[config.mk]
export PLATFORM = sky130hd
export DESIGN_NAME = lla_row_rule
export DESIGN_NICKNAME = d
export VERILOG_FILES = /design/src/rtl/core/lla_pkg.sv /design/src/rtl/core/lla_row_rule.sv
export SDC_FILE = /design/constraint.sdc
export NUM_CORES = 1
export LEC_CHECK = 0
export CORE_UTILIZATION = 37
export DETAILED_ROUTE_END_ITERATION = 8
export DONT_BUFFER_PORTS = 1
export SYNTH_ARGS = -nofsm -noshare
export SYNTH_HDL_FRONTEND = slang
export SYNTH_SLANG_ARGS = --single-unit
[constraint.sdc]
create_clock -name vclk -period 5.5
set_input_delay 0.825 -clock vclk [all_inputs]
set_output_delay 0.825 -clock vclk [all_outputs]
set_load 0.05 [all_outputs]
[src/rtl/core/lla_pkg.sv]
// ----------------------------------------------------------------------------
// lla_pkg
// Shared types and constants for the life-like automaton step block.
// ----------------------------------------------------------------------------
`default_nettype none

package lla_pkg;

	// Field widths of the command and response transactions
	localparam int unsigned FUNC_W  = 2;
	localparam int unsigned COORD_W = 6;
	localparam int unsigned MASK_W  = 9;
	localparam int unsigned CNT_W   = 4;  // neighbor count 0..8

	// Configuration port
	localparam int unsigned CFG_IDX_W = 2;
	localparam logic [CFG_IDX_W-1:0] CFG_BIRTH   = CFG_IDX_W'(0);
	localparam logic [CFG_IDX_W-1:0] CFG_SURVIVE = CFG_IDX_W'(1);

	localparam logic [MASK_W-1:0] BIRTH_RST   = MASK_W'(8);   // B3
	localparam logic [MASK_W-1:0] SURVIVE_RST = MASK_W'(12);  // S23

	typedef enum logic [FUNC_W-1:0] {
		FUNC_WRITE   = 2'd0,
		FUNC_READ    = 2'd1,
		FUNC_ADVANCE = 2'd2,
		FUNC_CLEAR   = 2'd3
	} func_t;

	typedef enum logic {
		ST_IDLE,
		ST_SWEEP
	} state_t;

endpackage

`default_nettype wire

[src/rtl/core/lla_row_rule.sv]
// ----------------------------------------------------------------------------
// lla_row_rule
// Next-generation value of one row from the rows above, at and below it.
// ----------------------------------------------------------------------------
`default_nettype none

module lla_row_rule #(
	parameter int unsigned ROW_W = 64
) (
	input  wire logic [ROW_W-1:0]           row_up,
	input  wire logic [ROW_W-1:0]           row_mid,
	input  wire logic [ROW_W-1:0]           row_dn,
	input  wire logic [lla_pkg::MASK_W-1:0] birth_mask,
	input  wire logic [lla_pkg::MASK_W-1:0] survive_mask,
	output logic      [ROW_W-1:0]           row_nxt
);

	import lla_pkg::*;

	for (genvar c = 0; c < ROW_W; c++) begin : g_col
		// Wrapped column neighbors
		localparam int unsigned LF = (c == 0) ? ROW_W - 1 : c - 1;
		localparam int unsigned RT = (c == ROW_W - 1) ? 0 : c + 1;

		logic [CNT_W-1:0]  cnt;
		logic [MASK_W-1:0] rule;

		assign cnt = CNT_W'(row_up[LF]) + CNT_W'(row_up[c]) + CNT_W'(row_up[RT])
		           + CNT_W'(row_mid[LF]) + CNT_W'(row_mid[RT])
		           + CNT_W'(row_dn[LF]) + CNT_W'(row_dn[c]) + CNT_W'(row_dn[RT]);

		assign rule       = row_mid[c] ? survive_mask : birth_mask;
		assign row_nxt[c] = rule[cnt];
	end

endmodule

`default_nettype wire

==> out/qor.txt, run 1 <==
MaxCap Viol Count = 0
DR WL/cell = 24.0 µm
Worst EP required = 4.68 ns
Final GP Congestion = 0.852
Min Tclk post-route = 5.10 ns
PostCTS Resize Cnt = 0
Highest metal used = met5
Actual slew at the worst max-slew pin = 0.294 ns
Vias in the first global route = 17600
Avg Cell Area, Syn = 9.89 µm²
Die width = 240 µm
Die footprint = 0.0578 mm²
Vias per Instance = 5.86
Final Hold Vio Count = 0
Power Dens Cells = 322 mW/mm²
Slew Viols, Final = 0
Endpoints failing setup = 0
Hold buffer count at CTS = 0
Core region area = 0.0563 mm²
Worst hold slack = 2.16 ns
Slew HR = 0.801
Post-CTS Setup Bufs = 0
CP Capture Type = output port
RSZ-0062 raised after global routing = no
Gr usage total = 0.229
Syn_nets = 2785
CLK BUF = 0
WL met2 = 32.3 mm
Multi-input gate area = 0.0186 mm²
Run status = finished, final reports clean
Vias = 16200
Yosys top cell area share = 0.274
Mapped Area = 0.0210 mm²
Detail Route Antenna Nets = 0
Wl on met1 = 26.0 mm
Die Ht = 240 µm
Dpl hpwl = 45.8 mm
Overall Power = 7.15 mW
Initial antenna violation count = 4
Most numerous cell in the Yosys netlist = inv_1
Synth cell types = 33
Fin nets = 2665
Starting Density = 0.374
Leak = 10.4 nW
Worst vdd ir = 275 µV
DR iter-0 viols = 1117
CP Launch Type = primary input
DRC = 0
Number of top-level pins = 274
Setup WS post-layout = 0.403 ns
Area grow syn2layout = 5.61%
Fmax = 196 MHz
DR WL met3 = 6.36 mm
Number of flip-flops and latches = 0
Storage element area = 0 µm²
Filler Cells Inserted = 5494
Fin Setup TNS = 0 ns
Layout cells sized above 1 = 0.222
Arrival time at the worst endpoint = 4.27 ns
Register area share after synthesis = 0
Worst min path class = in -> out
Port Buffers = 0
Worst Setup Path Type = in -> out
Placed Cells = 2761
Most instantiated cells after synthesis = inv_1, fa_1, mux4_2, ha_1, clkbuf_1
Rows = 87
DP Worst Slack = 0.388 ns
Largest net degree at the start of global routing = 65
Critical Path Fanout Max = 2
Grt total ovfl = 0
WL final = 66.3 mm
Synth warn = 0
Non-Filler Instances = 2763
Final Cycle Share = 0.927
Post-Syn Instances = 2127
First-pass GRT wire length = 101 mm
Drt pass-1 iters = 5
Ranking of synthesized cells by area = mux4_2, fa_1, ha_1
Synth area leader = mux4_2
## worst paths after layout
| kind | from | to | slack [ns] | cells after the start |
|---|---|---|---|---|
| worst max-delay path | row_up[29] | row_nxt[29] | 0.40 | 13 |
| worst min-delay path | birth_mask[8] | row_nxt[39] | 2.16 | 4 |
## logic make-up (layout without fill, tap and decap cells)
logic type,after synthesis,after routing,synth area share
AOI/OAI and AO/OA,209,209,0.0687
xor gates and xnor gates,60,60,0.0250
adders and majority gates,448,448,0.358
buffers and inverters,766,644,0.137
muxes,445,445,0.368
other,0,2,0
and+or+nand+nor,199,199,0.0439
## critical path, stage by stage
cell     delay (ns)
inv_1          0.21
fa_1           0.54
fa_1           0.57
fa_1           0.42
inv_1          0.07
ha_1           0.15
inv_1          0.06
fa_1           0.40
xor2_1         0.28
mux2_2         0.37
nor2_1         0.11
o32ai_2        0.08
buf_4          0.20
## placed cells by master (no fill, tap or decap), types with 63 or more instances in the layout
master | Yosys | routed
mux4_2 | 256 | 256
ha_1 | 192 | 192
mux2_2 | 66 | 66
a21oi_1 | 70 | 70
nand2_1 | 65 | 65
fa_1 | 256 | 256
mux2i_1 | 123 | 123
nor2_1 | 63 | 63
buf_4 | 0 | 63
inv_1 | 580 | 580
## where the power goes
part | leakage [nW] | internal [mW] | total [mW] | switching, mW
Clock | 0.0000127 | 0.0000000492 | 0.0000000492 | 0
Sequential | 0 | 0 | 0 | 0
Combinational | 10.4 | 3.11 | 7.15 | 4.04
## stage by stage
| step | instance area [µm²] | util |
|---|---|---|
| 2_1_floorplan | 21500 | - |
| 3_3_place_gp | 22200 | 0.395 |
| 3_5_place_dp | 22200 | 0.395 |
| 4_1_cts | 22200 | 0.395 |
| 5_1_grt | 22200 | 0.395 |
| 6_report | 22200 | 0.395 |
## cell type report
class | count | share of cell area
diodes | 2 | 0.000225
inverters | 580 | 0.0980
multi-input cells | 1361 | 0.837
well taps | 756 | 0.0426
repair buffers | 64 | 0.0218
## layer usage
metal / vias up / track usage
met5: - / 0
met4: 6 / 0.0620
met3: 106 / 0.0528
met2: 735 / 0.385
met1: 8382 / 0.293
li1: 6953 / -
Note: power is estimated with default switching activity, not from simulation.
==> inputs of run 2 (changes only) <==
CORE_UTILIZATION = 60   (was 37)
PLACE_DENSITY = 0.76   (was unset)
==> run 2 against run 1 <==
Net effect:
- die area fell by 38%
- sequential cell count stayed put
- sequential share of layout area unchanged
- via count is 1.1% higher
- critical path depth is the same
- final area decreased by 1.7%
- count of clock-buffer cells in the layout is the same
- cell count fell by 11%
- global-route usage is 11 points higher
- setup slack improved by 0.073 ns
- first-iteration DRC count is 19% higher
- critical path type unchanged
- critical endpoint is now row_nxt[28]
==> out/qor.txt, run 2 (synthesized netlist as in run 1, its figures left out) <==
Number of flip-flops and latches = 0 (unchanged)
Power Dens Cells = 327 mW/mm² (+1.6%)
Fin Setup TNS = 0 ns (unchanged)
Die Ht = 189 µm (-21%)
RSZ-0062 raised after global routing = no
Vias in the first global route = 17800 (+1.5%)
Grt total ovfl = 0 (unchanged)
Endpoints failing setup = 0 (unchanged)
Drt pass-1 iters = 5 (unchanged)
Run status = finished, final reports clean
CLK BUF = 0 (unchanged)
Post-CTS Setup Bufs = 0 (unchanged)
Min Tclk post-route = 5.02 ns (-0.0729 ns)
First-pass GRT wire length = 95.0 mm (-6.4%)
Dpl hpwl = 41.3 mm (-9.7%)
Gr usage total = 0.338 (+0.109)
CP Launch Type = primary input
Largest net degree at the start of global routing = 65 (unchanged)
Core region area = 0.0345 mm² (-39%)
Hold buffer count at CTS = 0 (unchanged)
Hold endpoint = row_nxt[39]
PostCTS Resize Cnt = 0 (unchanged)
Storage element area = 0 µm² (unchanged)
Arrival time at the worst endpoint = 4.20 ns (-0.07 ns)
Worst vdd ir = 278 µV (+1.1%)
Worst min path class = in -> out
CP Capture Type = output port
Port Buffers = 0 (unchanged)
Most frequent cells in the layout = inv_1, mux4_2, fa_1
Hold_sp = row_mid[39]
Rows = 68 (-22%)
MaxCap Viol Count = 0 (unchanged)
Worst Setup Path Type = in -> out
Vias per Instance = 6.65 (+14%)
Worst hold slack = 2.16 ns (+0.000880 ns)
Starting Density = 0.609 (+0.235)
Final Cycle Share = 0.913 (-0.0132)
Slew Viols, Final = 0 (unchanged)
Final Hold Vio Count = 0 (unchanged)
Layout cells sized above 1 = 0.222 (-0.000388)
Initial antenna violation count = 2 (-2)
Critical Path Fanout Max = 2 (unchanged)
Final GP Congestion = 0.896 (+5.1%)
WL final = 59.5 mm (-10%)
Hold Path Depth = 4 (unchanged)
Area grow syn2layout = 3.77%
Number of top-level pins = 274 (unchanged)
Vias = 16400 (+1.1%)
Fmax = 199 MHz (+1.5%)
DR iter-0 viols = 1330 (+19%)
DR WL/cell = 24.2 µm (+0.79%)
Commonest non-fill, non-tap cell in the layout = inv_1
Detail Route Antenna Nets = 0 (unchanged)
Leak = 10.4 nW (about the same)
DRC = 0 (unchanged)
Actual slew at the worst max-slew pin = 0.564 ns (+0.270 ns)
Die width = 189 µm (-21%)
Fin nets = 2664 (-0.038%)
Die footprint = 0.0358 mm² (-38%)
Slew HR = 0.627 (-0.174)
Worst EP required = 4.68 ns (about the same)
[run 2: cell types whose count changed in the layout (fill, tap and decap cells not counted), sizes merged]
cell / delta
buf: -1
[run 2: metrics by stage]
stage                     utilization  setup WS [ns]  total power, mW  cell area [µm²]  std cells
after CTS                       0.632          0.495             7.13            21800       2459
final                           0.632          0.476             7.14            21800       2461
after detailed placement        0.632          0.481             7.10            21800       2459
after global placement          0.632          0.557             6.85            21800       2459
after global routing            0.632          0.274             7.71            21800       2461
after floorplan                     -         0.0375             5.74            21500       2127
[run 2: area by class of cell]
type,instances,area [µm²]
Antenna cell,2,5.00
Fill cell,2767,12700
Inverter,580,2180
Multi-Input combinational cell,1361,18600
Tap cell,455,569
Timing Repair Buffer,63,473
[run 2: critical path, stage by stage]
cell and delay, ns:
inv_1 0.18, fa_1 0.52, fa_1 0.55, fa_1 0.43, inv_1 0.08, ha_1 0.16
inv_1 0.05, fa_1 0.39, xor2_1 0.26, mux2_2 0.36, nor2_1 0.11, o32ai_2 0.08
buf_4 0.20
[run 2: how the worst max path moves through the flow]
stage | start | to | slack [ns] | depth (start not counted)
finish | row_up[28] | row_nxt[28] | 0.48 | 13
global route | row_mid[28] | row_nxt[29] | 0.27 | 13
CTS | row_up[28] | row_nxt[28] | 0.50 | 13
detailed placement | row_up[25] | row_nxt[26] | 0.48 | 13
global placement | row_up[26] | row_nxt[26] | 0.56 | 13
floorplan | row_mid[48] | row_nxt[49] | 0.04 | 12
[run 2: power breakdown]
group,switching (mW),total [mW],internal (mW)
clock network,0,0.0000000489,0.0000000488
registers,0,0,0
logic,4.03,7.14,3.11
total,4.03,7.14,3.11
[run 2: layer usage]
metal	track usage	part of all wire	wire length, µm
met3	0.0662	0.11	6600
met2	0.589	0.49	29400
met5	0	0	0
met4	0.135	0.044	2600
met1	0.413	0.35	20900
