==> src/rtl/core/lla_row_cell.sv <==
// ----------------------------------------------------------------------------
// lla_row_cell
// One link of the row ring: holds one grid row, takes its neighbor's row on a step.
// ----------------------------------------------------------------------------
`default_nettype none

module lla_row_cell #(
	parameter int unsigned ROW_W = 64
) (
	input  wire logic             clk,
	input  wire logic             arst_n,
	input  wire logic             shift_en,
	input  wire logic [ROW_W-1:0] row_d,
	output logic      [ROW_W-1:0] row_q
);

	// Grid resets to all cells dead
	always_ff @(posedge clk or negedge arst_n) begin
		if (!arst_n) begin
			row_q <= '0;
		end else if (shift_en) begin
			row_q <= row_d;
		end
	end

endmodule

`default_nettype wire

==> config.mk <==
export PLATFORM = sky130hd
export DESIGN_NAME = lla_row_cell
export DESIGN_NICKNAME = d
export VERILOG_FILES = /design/src/rtl/core/lla_row_cell.sv
export SDC_FILE = /design/constraint.sdc
export NUM_CORES = 1
export LEC_CHECK = 0
export BUFFER_PORTS_ARGS = -buffer_cell sky130_fd_sc_hd__buf_2
export CAP_MARGIN = 20
export CORE_MARGIN = 2
export CORE_UTILIZATION = 41
export CTS_CLUSTER_DIAMETER = 40
export DETAILED_ROUTE_END_ITERATION = 8
export PLACE_DENSITY = 0.73
export SYNTH_ARGS = -nofsm -noshare
export SYNTH_HDL_FRONTEND = slang
export SYNTH_SLANG_ARGS = --single-unit
==> constraint.sdc <==
create_clock -name clk -period 0.8 [get_ports clk]
set_clock_uncertainty 0.05 [all_clocks]
set_input_delay 0.16 -clock clk [delete_from_list [all_inputs] [get_ports clk]]
set_output_delay 0.16 -clock clk [all_outputs]
set_load 0.01 [all_outputs]
==> impl_metrics.yaml, run 1 <==
floorplan:
  floorplan.initialDensity: 0.4219
  ios: 131
  die_w_um: 84.83
  die_h_um: 84.83
  die-area_um2: 7196
  rows: 29
  core-area_um2: 6350
logic_synthesis:
  synth_simple_gate_area_share: 0
  synth_compound_area_frac: 0
  syn_area_um2: 2679
  synth_seq_cells: 64
  synth_top_family_by_area: "multiplexers"
  avgSynthCellArea_um2: 19.84
  syn-num-nets: 202
  ys_warn_count: 0
  synth_cell_type_count: 5
  synth_mux_area_frac: 0.3531
  synth_fa_ha_area_frac: 0
  synth-xor-area-share: 0
  ys_seq_area_frac: 0.5979
  syn_inst: 135
critical_path:
  path_delay_family: "flip-flops"
  slowest_stage: "dfrtp_1"
  critPathKind: "reg2out"
  end_kind: "primary output"
  worstPathMaxFanout: 2
  critPathArrivalTime_ns: 0.87
  critPathBufInv: 1
  path_cells: "buf_2"
  start_kind: "flip-flop"
  cpPeakStageDelay_ns: 0.40
  worst_ep_required_time_ns: 0.59
flow_run:
  cap_violations: 0
cts:
  cts_buffer_depth: 2
  clockRootBuffer: "clkbuf_8"
  tritoncts: "yes"
  htreeDepth: 3
  clk_pin_slew_ns: 0.08
  clock-sinks: 64
  holdBufCountCts: 1
  cts-buffers-inserted: 9
  clk_latency_ns: 0.32
sta:
  max_freq_mhz: 927.4
  max_slew_margin: 0.7977
  slew_viol_final: 0
  rsz0062_at_grt: "true"
  min_period_ns: 1.078
  hold_viol: 0
  fin_crit_sh: 1.348
  fin_tns_setup_ns: -21.26
  whs_ns: 0.007655
  worst_pin_slew_ns: 0.3034
  fin_ws_ns: -0.2782
  setup_viol: 122
power:
  p_int_mw: 6.122
  pwr-share-comb: 0.215
  p_clk_frac: 0.327
  p_switching_mw: 2.065
  p_leak_nw: 2.120
  peakVddDrop_mv: 1.038
  power_density_nw_per_um2: 2072
  p_sw_frac: 0.2522
  pwr-share-seq: 0.458
grt:
  grt_pass1_vias: 1825
  grt_pass1_wl_um: 8597
  grt_start_max_net_pins: 40
  grt_overflow: 0
  groute.usage.overall: 0.1537
  antenna_found_initial: 0
finish:
  stdcell_count: 394
  final_cell_area_um2: 3951
  diodes: 0
  drive_above_1_share: 0.7950
  top_regs: "row_q (64)"
  largest_reg_flops: 64
  largest_register: "row_q"
  syn2layout_area_growth_pct: 47.50
  utilization: 0.6223
  fin_nets: 379
worst_hold_path:
  hold_class: "in2reg"
run_status:
  violations: "negative setup slack"
  outcome: "finished, violations left"
route:
  drt_iter0_markers: 38
  routed_via_density: 4.424
  drt_pass1_iterations: 3
  vias: 1743
  drtAntennaViolNets: 0
  wirelength_um: 5497
  drc: 0
  wl_per_cell_um: 13.95
place:
  dpl_cell_area_um2: 3379
  portBuffers: 130
  place_congestion: 0.7256
  dpl.hpwl_um: 3765
  dp_cells: 341
## path summary, 6_finish.rpt
check / from / to / slack (ns) / cells after the start
worst min-delay path: row_d[30] / row_q[30] / 0.008 / 2
min in group asynchronous: arst_n / row_q[23] / 0.29 / 3
worst max register to register: row_q[14] / row_q[14] / -0.25 / 3
max in group asynchronous: arst_n / row_q[4] / 0.11 / 3
worst min register to register: row_q[33] / row_q[33] / 0.45 / 1
worst max-delay path: row_q[3] / row_q[3] / -0.28 / 1
## routing by layer
layer  global-route usage  wire length [um]  vias up
met5                    0                 0        -
met4              0.07071                79        0
met3              0.04280               383       10
met2               0.2412              2676       76
met1               0.1994              2357      832
li1                     -                 -      825
## power by group through the flow
| stage | combinational, mW | sequential (mW) | clock (mW) |
|---|---|---|---|
| CTS | 1.65 | 3.73 | 2.75 |
| floorplan | 0.663 | 3.94 | 0 |
| global route | 1.88 | 3.78 | 2.90 |
| global placement | 1.39 | 3.79 | 0 |
| detailed placement | 1.43 | 3.78 | 0 |
| finish | 1.76 | 3.75 | 2.68 |
## stage by stage
step | worst slack (ns) | power [mW]
after CTS | -0.2992 | 8.130
after global routing | -0.3204 | 8.566
after global placement | -0.2160 | 5.179
final | -0.2782 | 8.187
after detailed placement | -0.2350 | 5.210
after floorplan | -0.09265 | 4.607
## cells in the mapped netlist (all sizes together)
cell type | count | area (um2)
dfrtp | 64 | 1602
buf | 7 | 131.4
mux2 | 64 | 945.9
## timing repair
item	in CTS	in global routing
endpoints found under the setup margin	122	128
resized for setup	6	17
setup buffers	25	18
endpoints found under the hold margin	102	14
## placed cells by master (no fill, tap or decap)
master,netlist,layout
clkinvlp_4,0,2
dlygate4sd3_1,0,1
clkinv_2,0,2
mux2_2,4,3
bufinv_16,0,1
mux2_4,60,61
clkinv_4,0,2
buf_4,0,24
buf_12,6,3
dfrtp_1,64,64
buf_2,0,124
buf_6,1,21
clkbuf_8,0,9
## cell type report
type | count | area, um2
multi-input combinational | 64 | 949.7
fill | 496 | 2399
sequential | 64 | 1602
timing repair buffer | 173 | 1107
clock buffer | 9 | 123.9
tap | 77 | 96.34
clock inverter | 7 | 72.57
## logic make-up (layout without fill, tap and decap cells)
| kind of cell | after synthesis | after routing |
|---|---|---|
| buffers and inverters | 7 | 189 |
| DFF | 64 | 64 |
| muxes | 64 | 64 |
Power figures use the tool's default switching activity.
==> run 2: changes to the inputs <==
Settings changed: PLACE_DENSITY 0.73 to 0.85, RECOVER_POWER set to 50.
==> run 2 against run 1 <==
  * The flow still finishes with violations (negative setup slack)
  * Sequential share of layout area down 0.064 points
  * Cell count increased by 0.76%
  * Combinational power increased by 2%
  * Via count rose by 3.6%
  * Largest cell class unchanged
  * Fmax fell by 0.59%
  * Global-route usage is 1.1 points higher
  * Wire length is 6.2% higher
  * Flip-flop and latch count stayed put
  * Hold slack got worse by 0.00081 ns
  * Power decreased by 3.4%
  * Worst setup slack lost 0.0064 ns
  * Highest routed layer unchanged
  * Clock power shrank 12%
  * Critical endpoint is now row_q[58]
==> impl_metrics.yaml, run 2 (synthesized netlist as in run 1, its figures left out) <==
run_status:
  outcome: "finished, violations left"
  violations: "negative setup slack"
sta:
  fin_tns_setup_ns: -22.05
  max_freq_mhz: 922.0
  min_period_ns: 1.085
  fin_ws_ns: -0.2846
  hold_viol: 0
  max_slew_margin: 0.7982
  slew_viol_final: 0
  setup_viol: 126
  rsz0062_at_grt: "true"
  worst_pin_slew_ns: 0.3027
  fin_crit_sh: 1.356
finish:
  diodes: 0
  drive_above_1_share: 0.7938
  syn2layout_area_growth_pct: 47.73
  top_regs: "row_q (64)"
  final_common_cell: "buf_2"
  final_cell_mix: "buf_2, dfrtp_1, mux2_4"
  fin_nets: 383
  utilization: 0.6233
  largest_reg_flops: 64
  stdcell_count: 397
  largest_register: "row_q"
  final_cell_area_um2: 3958
floorplan:
  rows: 29
  die_h_um: 84.83
  die_w_um: 84.83
  floorplan.initialDensity: 0.4219
  core-area_um2: 6350
  ios: 131
  die-area_um2: 7196
grt:
  grt_overflow: 0
  grt_pass1_wl_um: 9032
  grt_start_max_net_pins: 35
  groute.usage.overall: 0.1647
  antenna_found_initial: 0
  grt_pass1_vias: 1871
critical_path:
  worst_ep_required_time_ns: 0.59
  critPathKind: "reg2out"
  worstPathMaxFanout: 2
  path_cells: "buf_2"
  critPathBufInv: 1
  cpPeakStageDelay_ns: 0.40
  path_delay_family: "flip-flops"
  slowest_stage: "dfrtp_1"
  start_kind: "flip-flop"
  end_kind: "primary output"
  critPathArrivalTime_ns: 0.87
place:
  place_congestion: 0.7244
  dpl_cell_area_um2: 3400
  dp_slack_ns: -0.2544
  dpl.hpwl_um: 4010
  portBuffers: 130
  dp_cells: 342
flow_run:
  cap_violations: 0
route:
  drt_iter0_markers: 27
  routed_via_density: 4.547
  drt_pass1_iterations: 4
  vias: 1805
  wirelength_um: 5837
  drc: 0
  wl_per_cell_um: 14.70
  drtAntennaViolNets: 0
cts:
  tritoncts: "yes"
  clk_pin_slew_ns: 0.07
  holdBufCountCts: 1
  clk_latency_ns: 0.33
  cts-buffers-inserted: 9
  clock-sinks: 64
  clockRootBuffer: "clkbuf_8"
  cts_buffer_depth: 2
  htreeDepth: 3
power:
  peakVddDrop_mv: 1.267
  power_density_nw_per_um2: 1999
  p_leak_nw: 2.123
worst_hold_path:
  hold_class: "in2reg"
[run 2: worst paths after layout]
kind / cells after the start / slack, ns / startpoint / end
worst max-delay path: 1 / -0.28 / row_q[58] / row_q[58]
min in group asynchronous: 3 / 0.36 / arst_n / row_q[55]
max in group asynchronous: 3 / 0.08 / arst_n / row_q[21]
worst min-delay path: 2 / 0.007 / row_d[41] / row_q[41]
worst max register to register: 2 / -0.16 / row_q[58] / row_q[58]
worst min register to register: 1 / 0.45 / row_q[56] / row_q[56]
[run 2: layout make-up]
class,count,area [um2]
Fill cell,490,2392
Sequential cell,64,1602
Timing Repair Buffer,177,1142
Multi-Input combinational cell,64,945.9
Clock buffer,10,137.6
Tap cell,77,96.34
Clock inverter,5,33.78
[run 2: stage by stage]
step / power, mW / hold WS, ns
2_1_floorplan: 4.607 / -0.1856
3_3_place_gp: 5.181 / 0.1112
3_5_place_dp: 5.235 / 0.1211
4_1_cts: 7.877 / -0.01415
5_1_grt: 8.315 / -0.01660
6_report: 7.910 / 0.006848
[run 2: per-layer routing]
| metal | track usage | up-vias | part of all wire |
|---|---|---|---|
| li1 | - | 836 | - |
| met2 | 0.2878 | 81 | 0.53 |
| met1 | 0.1854 | 875 | 0.39 |
| met4 | 0.06782 | 0 | 0.022 |
| met5 | 0 | - | 0 |
| met3 | 0.05447 | 13 | 0.062 |
[run 2: power breakdown]
group / switching, mW / internal, mW / total [mW]
sequential: 0.200 / 3.56 / 3.76
clock: 1.16 / 1.18 / 2.35
combinational: 0.653 / 1.15 / 1.80
total: 2.02 / 5.89 / 7.91
[run 2: timing repair]
action                                 4_1_cts  5_1_grt
endpoints found under the hold margin      104       29
setup buffers                               26       20
resized for setup                            8       18
setup endpoints to repair                  126      128
==> run 3: changes to the inputs <==
Settings changed: CELL_PAD_IN_SITES_DETAIL_PLACEMENT set to 0, CELL_PAD_IN_SITES_GLOBAL_PLACEMENT set to 2, CORE_UTILIZATION 41 to 27, PLACE_DENSITY 0.85 to 0.84.
==> run 3 against run 2 <==
  * The run still ends with negative setup slack left
  * Wire length shrank 3.5%
  * Cell area hardly changed
  * Clock power is 22% higher
  * Critical path type unchanged
  * Highest routed layer unchanged
==> impl_metrics.yaml, run 3 (synthesized netlist as in run 1, its figures left out) <==
run_status:
  violations: "negative setup slack"
  outcome: "finished, violations left"
critical_path:
  path_cells: "buf_2"
  start_kind: "flip-flop"
  critPathKind: "reg2out"
  r2r-start: "row_q[34]"
  end_kind: "primary output"
  worstPathMaxFanout: 2
  slowest_stage: "dfrtp_1"
  cpPeakStageDelay_ns: 0.40
  r2r-end: "row_q[34]"
  r2r_cells: 2
  path_delay_family: "flip-flops"
  r2r_slack_ns: -0.15
  critPathArrivalTime_ns: 0.88
  worst_ep_required_time_ns: 0.59
  critPathBufInv: 1
route:
  routed_via_density: 3.894
  drc: 0
  drt_pass1_iterations: 3
  drtAntennaViolNets: 0
  drt_iter0_markers: 51
  vias: 1725
  wl_per_cell_um: 12.72
  wirelength_um: 5635
power:
  p_leak_nw: 2.083
  p_total_mw: 8.305
  power_density_nw_per_um2: 2098
  peakVddDrop_mv: 0.8833
worst_hold_path:
  hold_class: "in2reg"
  hp-start: "row_d[54]"
  hold_depth: 2
  hold_end: "row_q[54]"
floorplan:
  ios: 131
  rows: 36
  die-area_um2: 10730
  die_h_um: 103.6
  floorplan.initialDensity: 0.2766
  die_w_um: 103.6
  core-area_um2: 9684
sta:
  min_period_ns: 1.086
  hold_viol: 0
  whs_ns: 0.005513
  fin_ws_ns: -0.2860
  max_slew_margin: 0.8055
  setup_viol: 122
  slew_viol_final: 0
  rsz0062_at_grt: "true"
  fin_crit_sh: 1.357
  max_freq_mhz: 920.8
  worst_pin_slew_ns: 0.2917
grt:
  antenna_found_initial: 0
  grt_overflow: 0
  groute.usage.overall: 0.1043
  grt_pass1_wl_um: 8887
  grt_pass1_vias: 1785
  grt_start_max_net_pins: 33
finish:
  top_regs: "row_q (64)"
  largest_reg_flops: 64
  final_cell_area_um2: 3959
  largest_register: "row_q"
  final_cell_mix: "buf_2, dfrtp_1, mux2_4"
  fin_nets: 373
  utilization: 0.4088
  final_common_cell: "buf_2"
  drive_above_1_share: 0.7839
  syn2layout_area_growth_pct: 47.78
  filler_cell_count: 904
  diodes: 0
place:
  dp_slack_ns: -0.2730
  dpl.hpwl_um: 3729
  portBuffers: 130
  place_congestion: 0.6826
  dpl_cell_area_um2: 3455
cts:
  htreeDepth: 3
  cts_buffer_depth: 2
  cts-buffers-inserted: 9
  clk_latency_ns: 0.32
  clock-sinks: 64
  clockRootBuffer: "clkbuf_8"
  clk_pin_slew_ns: 0.07
  holdBufCountCts: 1
  tritoncts: "yes"
flow_run:
  cap_violations: 0
==> run 3: what timing repair did <==
item	CTS	global route
hold endpoints to repair	124	45
cloned	0	0
buffers inserted	18	21
pin swaps	0	0
gates resized for setup	1	17
setup endpoints to repair	125	128
==> run 3: final cells by class <==
type | count | area [um2] | share of cell area
Clock buffer | 13 | 168.9 | 0.04267
Sequential cell | 64 | 1602 | 0.4046
Tap cell | 133 | 166.4 | 0.04204
Clock inverter | 2 | 37.54 | 0.009482
Multi-Input combinational cell | 64 | 945.9 | 0.2389
Timing Repair Buffer | 167 | 1039 | 0.2623
==> run 3: through the flow <==
step / setup TNS (ns) / instances
final: -20.99 / 443
after global routing: -25.47 / 443
after CTS: -21.01 / 430
after detailed placement: -14.22 / 396
after global placement: -13.58 / 396
after floorplan: -5.637 / 135
==> run 3: power by group <==
| group | total, mW | switching, mW | internal [mW] |
|---|---|---|---|
| clock | 2.86 | 1.18 | 1.68 |
| combinational | 1.69 | 0.620 | 1.07 |
| sequential | 3.75 | 0.191 | 3.56 |
==> run 3: metal layers <==
| layer | global-route usage | wire length [um] | part of all wire |
|---|---|---|---|
| met1 | 0.1415 | 2625 | 0.47 |
| met2 | 0.1443 | 2448 | 0.43 |
| met3 | 0.04091 | 472 | 0.084 |
| met4 | 0.05116 | 89 | 0.016 |
| met5 | 0 | 0 | 0 |
==> run 3: how the worst max path moves through the flow <==
stage | slack, ns | endpoint | depth (start not counted) | from
global placement | -0.25 | row_q[0] | 3 | shift_en
global route | -0.34 | row_q[49] | 1 | row_q[49]
CTS | -0.31 | row_q[28] | 1 | row_q[28]
finish | -0.29 | row_q[49] | 1 | row_q[49]
floorplan | -0.09 | row_q[10] | 3 | shift_en
detailed placement | -0.27 | row_q[0] | 3 | shift_en
